<file path="config.mk">
export PLATFORM = sky130hd
export DESIGN_NAME = ebcs_ctrl
export DESIGN_NICKNAME = d
export VERILOG_FILES = /design/src/design/ebcs_pkg.sv /design/src/design/ebcs_ctrl.sv
export SDC_FILE = /design/constraint.sdc
export NUM_CORES = 1
export LEC_CHECK = 0
export BUFFER_PORTS_ARGS = -buffer_cell sky130_fd_sc_hd__buf_2
export CORE_MARGIN = 5
export CORE_UTILIZATION = 30
export DETAILED_ROUTE_END_ITERATION = 7
export PLACE_DENSITY = 0.55
export SLEW_MARGIN = 20
export SYNTH_ARGS = -nofsm -noshare
export SYNTH_HDL_FRONTEND = slang
export SYNTH_SLANG_ARGS = --single-unit
</file>
<file path="constraint.sdc">
create_clock -name clk -period 2.5 [get_ports clk]
set_input_delay 0.125 -clock clk [delete_from_list [all_inputs] [get_ports clk]]
set_output_delay 0.125 -clock clk [all_outputs]
set_load 0.005 [all_outputs]
</file>
<file path="src/design/ebcs_pkg.sv">
// ---------------------------------------------------------------------------
// ebcs_pkg
// Shared widths, datapath operation codes and the command and status words
// that pass between the controller and the datapath.
// ---------------------------------------------------------------------------
package ebcs_pkg;

  localparam int MAX_BALLS = 16;
  localparam int IDX_W     = $clog2(MAX_BALLS);
  localparam int CNT_W     = $clog2(MAX_BALLS + 1);
  localparam int POS_W     = 18;
  localparam int VEL_W     = 16;
  localparam int DIV_W     = 48;
  localparam int DEN_W     = 28;

  typedef logic [4:0] op_t;

  localparam op_t OP_NOP      = 5'd0;
  localparam op_t OP_LOAD     = 5'd1;
  localparam op_t OP_TICK     = 5'd2;
  localparam op_t OP_RD       = 5'd3;
  localparam op_t OP_TAKE_I   = 5'd4;
  localparam op_t OP_TAKE_J   = 5'd5;
  localparam op_t OP_DIFF     = 5'd6;
  localparam op_t OP_SQ       = 5'd7;
  localparam op_t OP_D2       = 5'd8;
  localparam op_t OP_DOT1     = 5'd9;
  localparam op_t OP_DOT2     = 5'd10;
  localparam op_t OP_NUM_X    = 5'd11;
  localparam op_t OP_NUM_Y    = 5'd12;
  localparam op_t OP_PNUM_X   = 5'd13;
  localparam op_t OP_PNUM_Y   = 5'd14;
  localparam op_t OP_DIV_D2   = 5'd15;
  localparam op_t OP_DIV_DIST = 5'd16;
  localparam op_t OP_CX       = 5'd17;
  localparam op_t OP_CY       = 5'd18;
  localparam op_t OP_PX       = 5'd19;
  localparam op_t OP_PY       = 5'd20;
  localparam op_t OP_VEL      = 5'd21;
  localparam op_t OP_ADV_PAIR = 5'd22;
  localparam op_t OP_SQRT     = 5'd23;
  localparam op_t OP_OV       = 5'd24;
  localparam op_t OP_PUSH     = 5'd25;
  localparam op_t OP_WR_J     = 5'd26;
  localparam op_t OP_WALL     = 5'd27;
  localparam op_t OP_ADV_I    = 5'd28;
  localparam op_t OP_EMIT     = 5'd29;

  localparam logic [1:0] REG_RADIUS = 2'd0;
  localparam logic [1:0] REG_WIDTH  = 2'd1;
  localparam logic [1:0] REG_HEIGHT = 2'd2;
  localparam logic [1:0] REG_COUNT  = 2'd3;

  typedef struct packed {
    op_t              op;
    logic [IDX_W-1:0] addr;
    logic             last;
  } cmd_t;

  typedef struct packed {
    logic             hit;
    logic             div_busy;
    logic             sq_busy;
    logic             out_free;
    logic [CNT_W-1:0] n_eff;
  } sts_t;

endpackage

</file>
<file path="src/design/ebcs_ctrl.sv">
// ---------------------------------------------------------------------------
// ebcs_ctrl
// Controller: walks the balls and pairs of a tick and issues at most one
// datapath operation per cycle; it waits while a unit or output is busy.
// ---------------------------------------------------------------------------
module ebcs_ctrl (
  input  logic           clk,
  input  logic           rst_n,
  input  logic           in_valid,
  input  logic           in_action,
  output logic           in_stall,
  input  ebcs_pkg::sts_t sts,
  output ebcs_pkg::cmd_t cmd
);
  import ebcs_pkg::*;

  localparam logic [5:0] S_IDLE = 6'd0,  S_RDI  = 6'd1,  S_TKI  = 6'd2,  S_RDJ  = 6'd3;
  localparam logic [5:0] S_TKJ  = 6'd4,  S_DIFF = 6'd5,  S_SQ   = 6'd6,  S_D2   = 6'd7;
  localparam logic [5:0] S_TEST = 6'd8,  S_DOT1 = 6'd9,  S_DOT2 = 6'd10, S_NUMX = 6'd11;
  localparam logic [5:0] S_DXS  = 6'd12, S_DXW  = 6'd13, S_CX   = 6'd14, S_NUMY = 6'd15;
  localparam logic [5:0] S_DYS  = 6'd16, S_DYW  = 6'd17, S_CY   = 6'd18, S_VEL  = 6'd19;
  localparam logic [5:0] S_ADVP = 6'd20, S_SQS  = 6'd21, S_SQW  = 6'd22, S_OV   = 6'd23;
  localparam logic [5:0] S_PNX  = 6'd24, S_PXS  = 6'd25, S_PXW  = 6'd26, S_PX   = 6'd27;
  localparam logic [5:0] S_PNY  = 6'd28, S_PYS  = 6'd29, S_PYW  = 6'd30, S_PY   = 6'd31;
  localparam logic [5:0] S_PUSH = 6'd32, S_WRJ  = 6'd33, S_WALL = 6'd34, S_ADVI = 6'd35;
  localparam logic [5:0] S_EMIT = 6'd36;

  logic [5:0]       state_r, state_nxt;
  logic [CNT_W-1:0] i_r, i_nxt, j_r, j_nxt;
  logic             i_more, j_more;

  assign i_more = (i_r + CNT_W'(1)) < sts.n_eff;
  assign j_more = (j_r + CNT_W'(1)) < sts.n_eff;

  always_ff @(posedge clk) begin
    if (!rst_n) begin
      state_r <= S_IDLE;
      i_r     <= '0;
      j_r     <= '0;
    end else begin
      state_r <= state_nxt;
      i_r     <= i_nxt;
      j_r     <= j_nxt;
    end
  end

  always_comb begin
    state_nxt = state_r;
    i_nxt     = i_r;
    j_nxt     = j_r;
    cmd.op    = OP_NOP;
    cmd.addr  = i_r[IDX_W-1:0];
    cmd.last  = !i_more;
    unique case (state_r)
      S_IDLE: begin
        if (in_valid) begin
          if (in_action) begin
            cmd.op = OP_TICK;
            i_nxt  = '0;
            if (sts.n_eff != '0) state_nxt = S_RDI;
          end else begin
            cmd.op = OP_LOAD;
          end
        end
      end
      S_RDI: begin
        cmd.op    = OP_RD;
        state_nxt = S_TKI;
      end
      S_TKI: begin
        cmd.op = OP_TAKE_I;
        j_nxt  = i_r + CNT_W'(1);
        state_nxt = i_more ? S_RDJ : S_WALL;
      end
      S_RDJ: begin
        cmd.op    = OP_RD;
        cmd.addr  = j_r[IDX_W-1:0];
        state_nxt = S_TKJ;
      end
      S_TKJ:  begin cmd.op = OP_TAKE_J; state_nxt = S_DIFF; end
      S_DIFF: begin cmd.op = OP_DIFF;   state_nxt = S_SQ;   end
      S_SQ:   begin cmd.op = OP_SQ;     state_nxt = S_D2;   end
      S_D2:   begin cmd.op = OP_D2;     state_nxt = S_TEST; end
      S_TEST: begin
        if (sts.hit) begin
          state_nxt = S_DOT1;
        end else if (j_more) begin
          j_nxt     = j_r + CNT_W'(1);
          state_nxt = S_RDJ;
        end else begin
          state_nxt = S_WALL;
        end
      end
      S_DOT1: begin cmd.op = OP_DOT1;   state_nxt = S_DOT2; end
      S_DOT2: begin cmd.op = OP_DOT2;   state_nxt = S_NUMX; end
      S_NUMX: begin cmd.op = OP_NUM_X;  state_nxt = S_DXS;  end
      S_DXS:  begin cmd.op = OP_DIV_D2; state_nxt = S_DXW;  end
      S_DXW:  if (!sts.div_busy) state_nxt = S_CX;
      S_CX:   begin cmd.op = OP_CX;     state_nxt = S_NUMY; end
      S_NUMY: begin cmd.op = OP_NUM_Y;  state_nxt = S_DYS;  end
      S_DYS:  begin cmd.op = OP_DIV_D2; state_nxt = S_DYW;  end
      S_DYW:  if (!sts.div_busy) state_nxt = S_CY;
      S_CY:   begin cmd.op = OP_CY;     state_nxt = S_VEL;  end
      S_VEL:  begin cmd.op = OP_VEL;    state_nxt = S_ADVP; end
      S_ADVP: begin cmd.op = OP_ADV_PAIR; state_nxt = S_SQS; end
      S_SQS:  begin cmd.op = OP_SQRT;   state_nxt = S_SQW;  end
      S_SQW:  if (!sts.sq_busy) state_nxt = S_OV;
      S_OV:   begin cmd.op = OP_OV;     state_nxt = S_PNX;  end
      S_PNX:  begin cmd.op = OP_PNUM_X; state_nxt = S_PXS;  end
      S_PXS:  begin cmd.op = OP_DIV_DIST; state_nxt = S_PXW; end
      S_PXW:  if (!sts.div_busy) state_nxt = S_PX;
      S_PX:   begin cmd.op = OP_PX;     state_nxt = S_PNY;  end
      S_PNY:  begin cmd.op = OP_PNUM_Y; state_nxt = S_PYS;  end
      S_PYS:  begin cmd.op = OP_DIV_DIST; state_nxt = S_PYW; end
      S_PYW:  if (!sts.div_busy) state_nxt = S_PY;
      S_PY:   begin cmd.op = OP_PY;     state_nxt = S_PUSH; end
      S_PUSH: begin cmd.op = OP_PUSH;   state_nxt = S_WRJ;  end
      S_WRJ: begin
        cmd.op   = OP_WR_J;
        cmd.addr = j_r[IDX_W-1:0];
        if (j_more) begin
          j_nxt     = j_r + CNT_W'(1);
          state_nxt = S_RDJ;
        end else begin
          state_nxt = S_WALL;
        end
      end
      S_WALL: begin cmd.op = OP_WALL;   state_nxt = S_ADVI; end
      S_ADVI: begin cmd.op = OP_ADV_I;  state_nxt = S_EMIT; end
      S_EMIT: begin
        if (sts.out_free) begin
          cmd.op = OP_EMIT;
          if (i_more) begin
            i_nxt     = i_r + CNT_W'(1);
            state_nxt = S_RDI;
          end else begin
            state_nxt = S_IDLE;
          end
        end
      end
      default: state_nxt = S_IDLE;
    endcase
  end

  assign in_stall = (state_r != S_IDLE);

endmodule

</file>
**Word-level counts from Yosys, hierarchy flattened**

Cells that the tools add are included.

- Equality and inequality tests: 47
- Add/sub/neg operators: 2
- Mux-type cells: 27
- Reduce and logical (&&, ||, !) cells: 13
- Magnitude comparators: 2

Operators with widths:

| cell | count |
|---|---|
| $pmux W6 S37 | 1 |
| $pmux W5 S28 | 1 |
| $eq A6 B5 Y1 const B | 16 |
| $mux W6 | 12 |
| $eq A6 B4 Y1 const B | 8 |
| $mux W5 | 8 |
| $eq A6 B6 Y1 const B | 5 |
| $eq A6 B3 Y1 const B | 4 |
| $ne A2 B2 Y1 const B | 11 |
| $pmux W5 S3 | 1 |
| $eq A6 B2 Y1 const B | 2 |
| $add A5 B1 Y5 const B | 2 |
| $lt A5 B5 Y1 | 2 |
| $pmux W5 S2 | 1 |
| $reduce_and A9 Y1 | 1 |
| $reduce_or A2 Y1 | 4 |
| $eq A6 B1 Y1 const B | 1 |
| $logic_not A6 Y1 | 1 |
| $reduce_bool A6 Y1 | 1 |
| $reduce_and A5 Y1 | 1 |
| $reduce_bool A5 Y1 | 1 |
| $mux W4 | 1 |
| $reduce_bool A3 Y1 | 1 |
| $mux W2 | 1 |
| 4 further kinds | 4 |

- Input port bits: 13
- Output and inout bits: 11
- Register bits: 16

**Depth between registers and ports, before layout**

Gate-level depths: netlist of run 1.

- Depth after elaboration: 5
- Gate-level depth with buffers: 9

**Worst setup path before layout of run 1**

OpenSTA, ideal clock, no wires.

- Path type: reg2reg
- Start: register i_r[0]
- End: register i_r[3]
- Cell stages (with the launch flop): 10
- Arrival: 2.174 ns
- Data required time: 2.383 ns
- Setup slack: 0.209 ns
- Buffers on the path: 0
- Period minus slack after synthesis: 2.291 ns
- Path through: dfxtp_1 ha_1 xor2_1 ha_1 a21o_1 a31oi_1 o21ai_1 o21a_1 or2_4 a32o_1

- Cells in the longest elaborated chain, start to end: 4

RTL lines:

| what | RTL line | RTL |
|---|---|---|
| start, declared | ebcs_ctrl.sv:29 | `logic [CNT_W-1:0] i_r, i_nxt, j_r, j_nxt;` |
| start signal, assigned | ebcs_ctrl.sv:42 | `i_r <= i_nxt;` |
| $add A5 B1 Y5 * | ebcs_ctrl.sv:32, ebcs_ctrl.sv:134 |  |
| $lt A5 B5 Y1 or $mux W5 (tied branches) | ebcs_ctrl.sv:32, ebcs_ctrl.sv:133 |  |
| $ne A2 B2 Y1 (no line) or $mux W5 (tied branches) | n/a |  |
| $reduce_and A5 Y1 (no line) or $pmux W5 S2 (tied branches) | n/a |  |

Every way passes the cells marked *; elsewhere a longest branch is shown, timed or not. The select of a mux whose other input is x is not followed.
A chain may end at the register's enable or synchronous reset.

==> reports/metrics.cfg, run 1 <==
[logic_synthesis]
ys_types=61
synthArstFlopShare=0
synth.area.top_cells=dfxtp_1, ha_1, nand3_1
syn_avg_cell_area_um2=7.26
yosys.area.top_type=dfxtp_1
synth-seq-cells=16
yosys_warnings=0
syn_inst=257
ys.flop_type=dfxtp_1
yosysSeqAreaShare=0.172
syn-cell-area_um2=1870
synth-edff-count=0
synth_top_area_frac=0.172
synthesis.nets=280

[detailed_routing]
wl_um=5920
vias_per_cell=5.69
drtIter0Drc=246
drtPass1Iterations=4
drc=0
drt-wirelength-per-cell_um=16.4
ant_nets=0
vias=2048

[floorplanning]
die_w_um=88.9
core_area_um2=5990
die_h_um=88.9
initial_utilization=0.312
dieArea_um2=7900
pin_count=24
rows=28

[clock_network]
ctsHoldBuffers=0
clk_pin_slew_ns=0.07
cts_buffers=3
clock-sinks=16
clock_path_buffers=2
cts_setup_buffers=0
htree_levels=1
cts_tree=yes
insertion_delay_ns=0.25
cts_root_buffer=clkbuf_8
cts_resized=0

[power_and_ir_drop]
swShare=0.443
powerDensity_nw_per_um2=651
p_switching_uw=639
clockPowerShare=0.165
p_int_uw=805
seq_power_share=0.250
pwr-share-comb=0.585
p_leak_uw=0.000962
max-vdd-ir-drop_v=0.000258

[timing]
finalCriticalPeriod_ns=2.35
fmax_mhz=426
setup_viol_count_final=0
slew_headroom=0.629
finClkSkew_ns=0.00281
fin_setup_tns_ns=0
final.period_utilization=0.940
slew_viol_final=0
hold_viol_final=0
timing.hold.ws_ns=0.268
tightest_slew_ns=0.555
rsz0062_at_grt=no

[layout]
nNetsFinal=309
syn_to_final_growth_pct=18.9
final_common_cell=buf_2
num_antenna_cells=0
fill_cells=640
drive_above_1_share=0.221
layout_common_cells=buf_2, nand2_1, nor2_1, nand3_1, o21ai_0

[placed_design]
port_buffers=23
place_congestion=0.894
dp_hpwl_um=4650

[grt]
grt_pass1_wl_um=9920
grt.total_usage=0.158
antenna_found_initial=0
grt_overflow_total=0
grt_pass1_vias=1911
grt_max_degree=26

[worst_hold_path]
hp-class=input pin to flop

[setup_path]
end_kind=primary output
crit_fanout=17
path_class=flop to primary output
setup.worst_path.start_class=flop
crit_required_ns=2.38
cp_data_arrival_time_ns=2.22

[outcome]
run_status=finished, final reports clean

[job]
drv_cap=0

-- cell families after synthesis --
family / share of synthesized area
AO/OA/AOI/OAI: 0.306
XOR/XNOR: 0.0469
adder cells (fa/ha/maj): 0.0670
buffers and inverters: 0.0623
flip-flops: 0.172
multiplexers: 0.0456
AND/OR/NAND/NOR: 0.300
-- critical path, stage by stage, from the launching register on --
cell	delay, ns
dfxtp_1	0.67
nor2_1	0.25
and3_1	0.24
a22oi_1	0.28
o41ai_1	0.13
a211o_1	0.27
buf_2	0.12
-- sequential cells by signal, indices dropped and copies added (netlist names) --
name	cells
j_r	5
state_r	6
i_r	5
-- synth_stat cells, drive strengths merged, types with 3 or more instances --
library cell,number
or3,3
xor2,5
and2,3
nor2,18
nand4,3
xnor2,5
o31ai,4
clkbuf,8
o32ai,3
buf,9
a31oi,3
a32o,3
inv,9
dfxtp,16
a22oi,5
nor2b,12
nor3,6
nand3,18
nand2b,5
mux2,4
ha,10
mux2i,4
a21oi,16
nand2,21
o22ai,4
o21ai,21
-- power by group through the flow --
stage	Sequential (uW)	Combinational (uW)	Clock [uW]
CTS	359	841	241
detailed placement	364	839	0
global placement	365	846	0
floorplan	301	637	0
finish	361	846	238
global route	373	930	254
-- metal layers --
layer,wire [um],share of wire,vias up,global-route usage
met4,25,0.0042,0,0.0206
li1,-,-,1014,-
met3,247,0.042,4,0.0261
met2,2740,0.46,49,0.243
met5,0,0,-,0
met1,2910,0.49,981,0.236
-- final cells by class --
class,instances,area [um^2],share of cell area
timing repair buffer,41,275,0.124
clock buffer,4,55.1,0.0248
sequential,16,322,0.145
inverter,10,37.5,0.0169
tap,75,93.8,0.0423
multi-input combinational,214,1440,0.647
-- final timing paths --
path                            cells past startpoint          to  startpoint  slack, ns
worst max-delay path                                6      cmd[7]  state_r[0]       0.15
worst max register to register                      9      i_r[3]      i_r[1]       0.16
worst min-delay path                                2  state_r[1]       rst_n       0.27
worst min register to register                      2      j_r[4]      j_r[4]       0.49
-- per-stage QoR --
stage	worst slack (ns)	util	cell area [um^2]	power, uW	cells
2_1_floorplan	0.209	-	1870	938	257
3_3_place_gp	0.222	0.360	2160	1210	356
3_5_place_dp	0.175	0.360	2160	1200	356
4_1_cts	0.160	0.369	2210	1440	360
5_1_grt	0.00920	0.371	2220	1560	360
6_report	0.151	0.371	2220	1440	360
Power figures use the tool's default switching activity.
==> run 2, diff against run 1 <==
- CORE_ASPECT_RATIO: default -> 0.5
- GPL_ROUTABILITY_DRIVEN: default -> 0
==> run 2 against run 1 <==
  * Routed wire length down 1.5%
  * Worst setup slack gained 0.030 ns
  * Utilization rose by 0.68 points
  * Cell area increased by 2.9%
  * Via count barely moved
  * Clock skew barely moved
  * Sequential share of layout area is 0.36 points lower
  * Final cell count is 3.6% higher
  * Fmax grew 1.3%
  * Clock power rose by 47%
  * Critical path type is now flop to flop
  * Largest cell class unchanged
==> reports/metrics.cfg, run 2 (synthesis gave the netlist of run 1 again) <==
[job]
drv_cap=0  ; unchanged

[detailed_routing]
drc=0  ; unchanged
drtIter0Drc=227  ; -7.7%
ant_nets=0  ; unchanged
vias_per_cell=5.50  ; -3.4%
drt-wirelength-per-cell_um=15.6  ; -4.9%
wl_um=5830  ; -1.5%
drtPass1Iterations=4  ; unchanged
vias=2050  ; +0.098%

[layout]
largest_register_ffs=6  ; unchanged
largest_register=state_r
fin_util=0.377  ; +0.00676
syn_to_final_growth_pct=22.4
layout_common_cells=buf_2, nand2_1
num_antenna_cells=0  ; unchanged
drive_above_1_share=0.239  ; +0.0175
final_common_cell=buf_2
nNetsFinal=309  ; unchanged
top_regs=state_r (6), i_r (5), j_r (5)

[timing]
fin_ws_ns=0.182  ; +0.0304 ns
slew_viol_final=0  ; unchanged
final.period_utilization=0.927  ; -0.0121
fin_setup_tns_ns=0  ; unchanged
setup_viol_count_final=0  ; unchanged
tightest_slew_ns=0.544  ; -0.0111 ns
hold_viol_final=0  ; unchanged
rsz0062_at_grt=no
slew_headroom=0.637  ; +0.00739
finClkSkew_ns=0.00264  ; -0.000163 ns
fmax_mhz=431  ; +1.3%
finalCriticalPeriod_ns=2.32  ; -0.0304 ns

[floorplanning]
pin_count=24  ; unchanged
die_w_um=122  ; +37%
die_h_um=65.8  ; -26%
rows=20  ; -29%
initial_utilization=0.308  ; -0.00335
dieArea_um2=8000  ; +1.2%
core_area_um2=6060  ; +1.1%

[worst_hold_path]
hp-class=input pin to flop

[clock_network]
clock-sinks=16  ; unchanged
cts_buffers=3  ; unchanged
insertion_delay_ns=0.25  ; about the same
cts_tree=yes
clock_path_buffers=2  ; unchanged
htree_levels=1  ; unchanged
cts_root_buffer=clkbuf_16
clk_pin_slew_ns=0.05  ; -0.02 ns

[setup_path]
reg2reg_slack_ns=0.18  ; +0.02 ns
setup.worst_path.start_class=flop
end_kind=flop
crit_path_top_delay_cell=dfxtp_1
worstPathCellList=ha_4, nand3_1, xnor2_2, ha_1, a21oi_1, o21ai_1, o21a_1, or2_4, a32o_1
crit_required_ns=2.64  ; +0.26 ns
cp_data_arrival_time_ns=2.45  ; +0.23 ns
max_stage_delay_ns=0.38  ; -0.29 ns
crit_fanout=5  ; -12
path_class=flop to flop

[grt]
grt_overflow_total=0  ; unchanged
grt_pass1_wl_um=9630  ; -2.9%
antenna_found_initial=0  ; unchanged
grt_max_degree=25  ; -3.8%
grt.total_usage=0.146  ; -0.0125
grt_pass1_vias=1930  ; +0.99%

[power_and_ir_drop]
p_leak_uw=0.000985  ; +2.3%
max-vdd-ir-drop_v=0.000183  ; -29%
p_total_uw=1550  ; +7.3%
powerDensity_nw_per_um2=679  ; +4.3%

[placed_design]
dp_hpwl_um=4500  ; -3.3%
port_buffers=23  ; unchanged
dp_slack_ns=0.0729  ; -0.102 ns

[outcome]
run_status=finished, final reports clean

## run 2: cell counts in the layout (fill, tap and decap cells not counted)
Identical to the previous run, type by type.
## run 2: layer usage
layer | GRT usage | up-vias | routed length, um | share of wire
met5 | 0 | - | 0 | 0
met2 | 0.249 | 62 | 2740 | 0.47
li1 | - | 1026 | - | -
met4 | 0.0168 | 0 | 0 | 0
met3 | 0.0171 | 0 | 303 | 0.052
met1 | 0.204 | 962 | 2780 | 0.48
## run 2: stage by stage
stage	instance area, um^2	hold slack, ns	instances
final	2280	0.293	373
after CTS	2230	0.282	372
after global placement	2140	0.475	368
after detailed placement	2140	0.491	368
after floorplan	1870	0.269	257
after global routing	2280	0.302	373
## run 2: report_power, final
group | switching, uW | internal (uW)
Combinational | 463 | 383
Clock | 106 | 243
Sequential | 74.6 | 282
## run 2: cell type report
type                    instances  area [um^2]
clock buffers                   4         88.8
multi-input cells             214         1480
flip-flops and latches         16          323
inverters                      10         37.5
well taps                      88          110
repair buffers                 41          250
fillers                       667         3770
## run 2: path summary, 6_finish.rpt
kind,start,to,cells past startpoint
max reg2reg,i_r[0],i_r[3],9
min,rst_n,state_r[4],3
min reg2reg,j_r[0],j_r[0],2
max,i_r[0],i_r[3],9
## run 2: critical path: cells and delay by family (launching register included)
kind / cells / cell delay, ns
flip-flops: 1 / 0.38
adder cells (fa/ha/maj): 2 / 0.48
XOR/XNOR: 1 / 0.18
AO/OA/AOI/OAI: 4 / 0.79
AND/OR/NAND/NOR: 2 / 0.39
## run 2: what timing repair did
action / CTS / global route
setup buffers: 0 / 1
endpoints found under the setup margin: 0 / 7
gates resized for setup: 0 / 9
hold buffers: 0 / 0
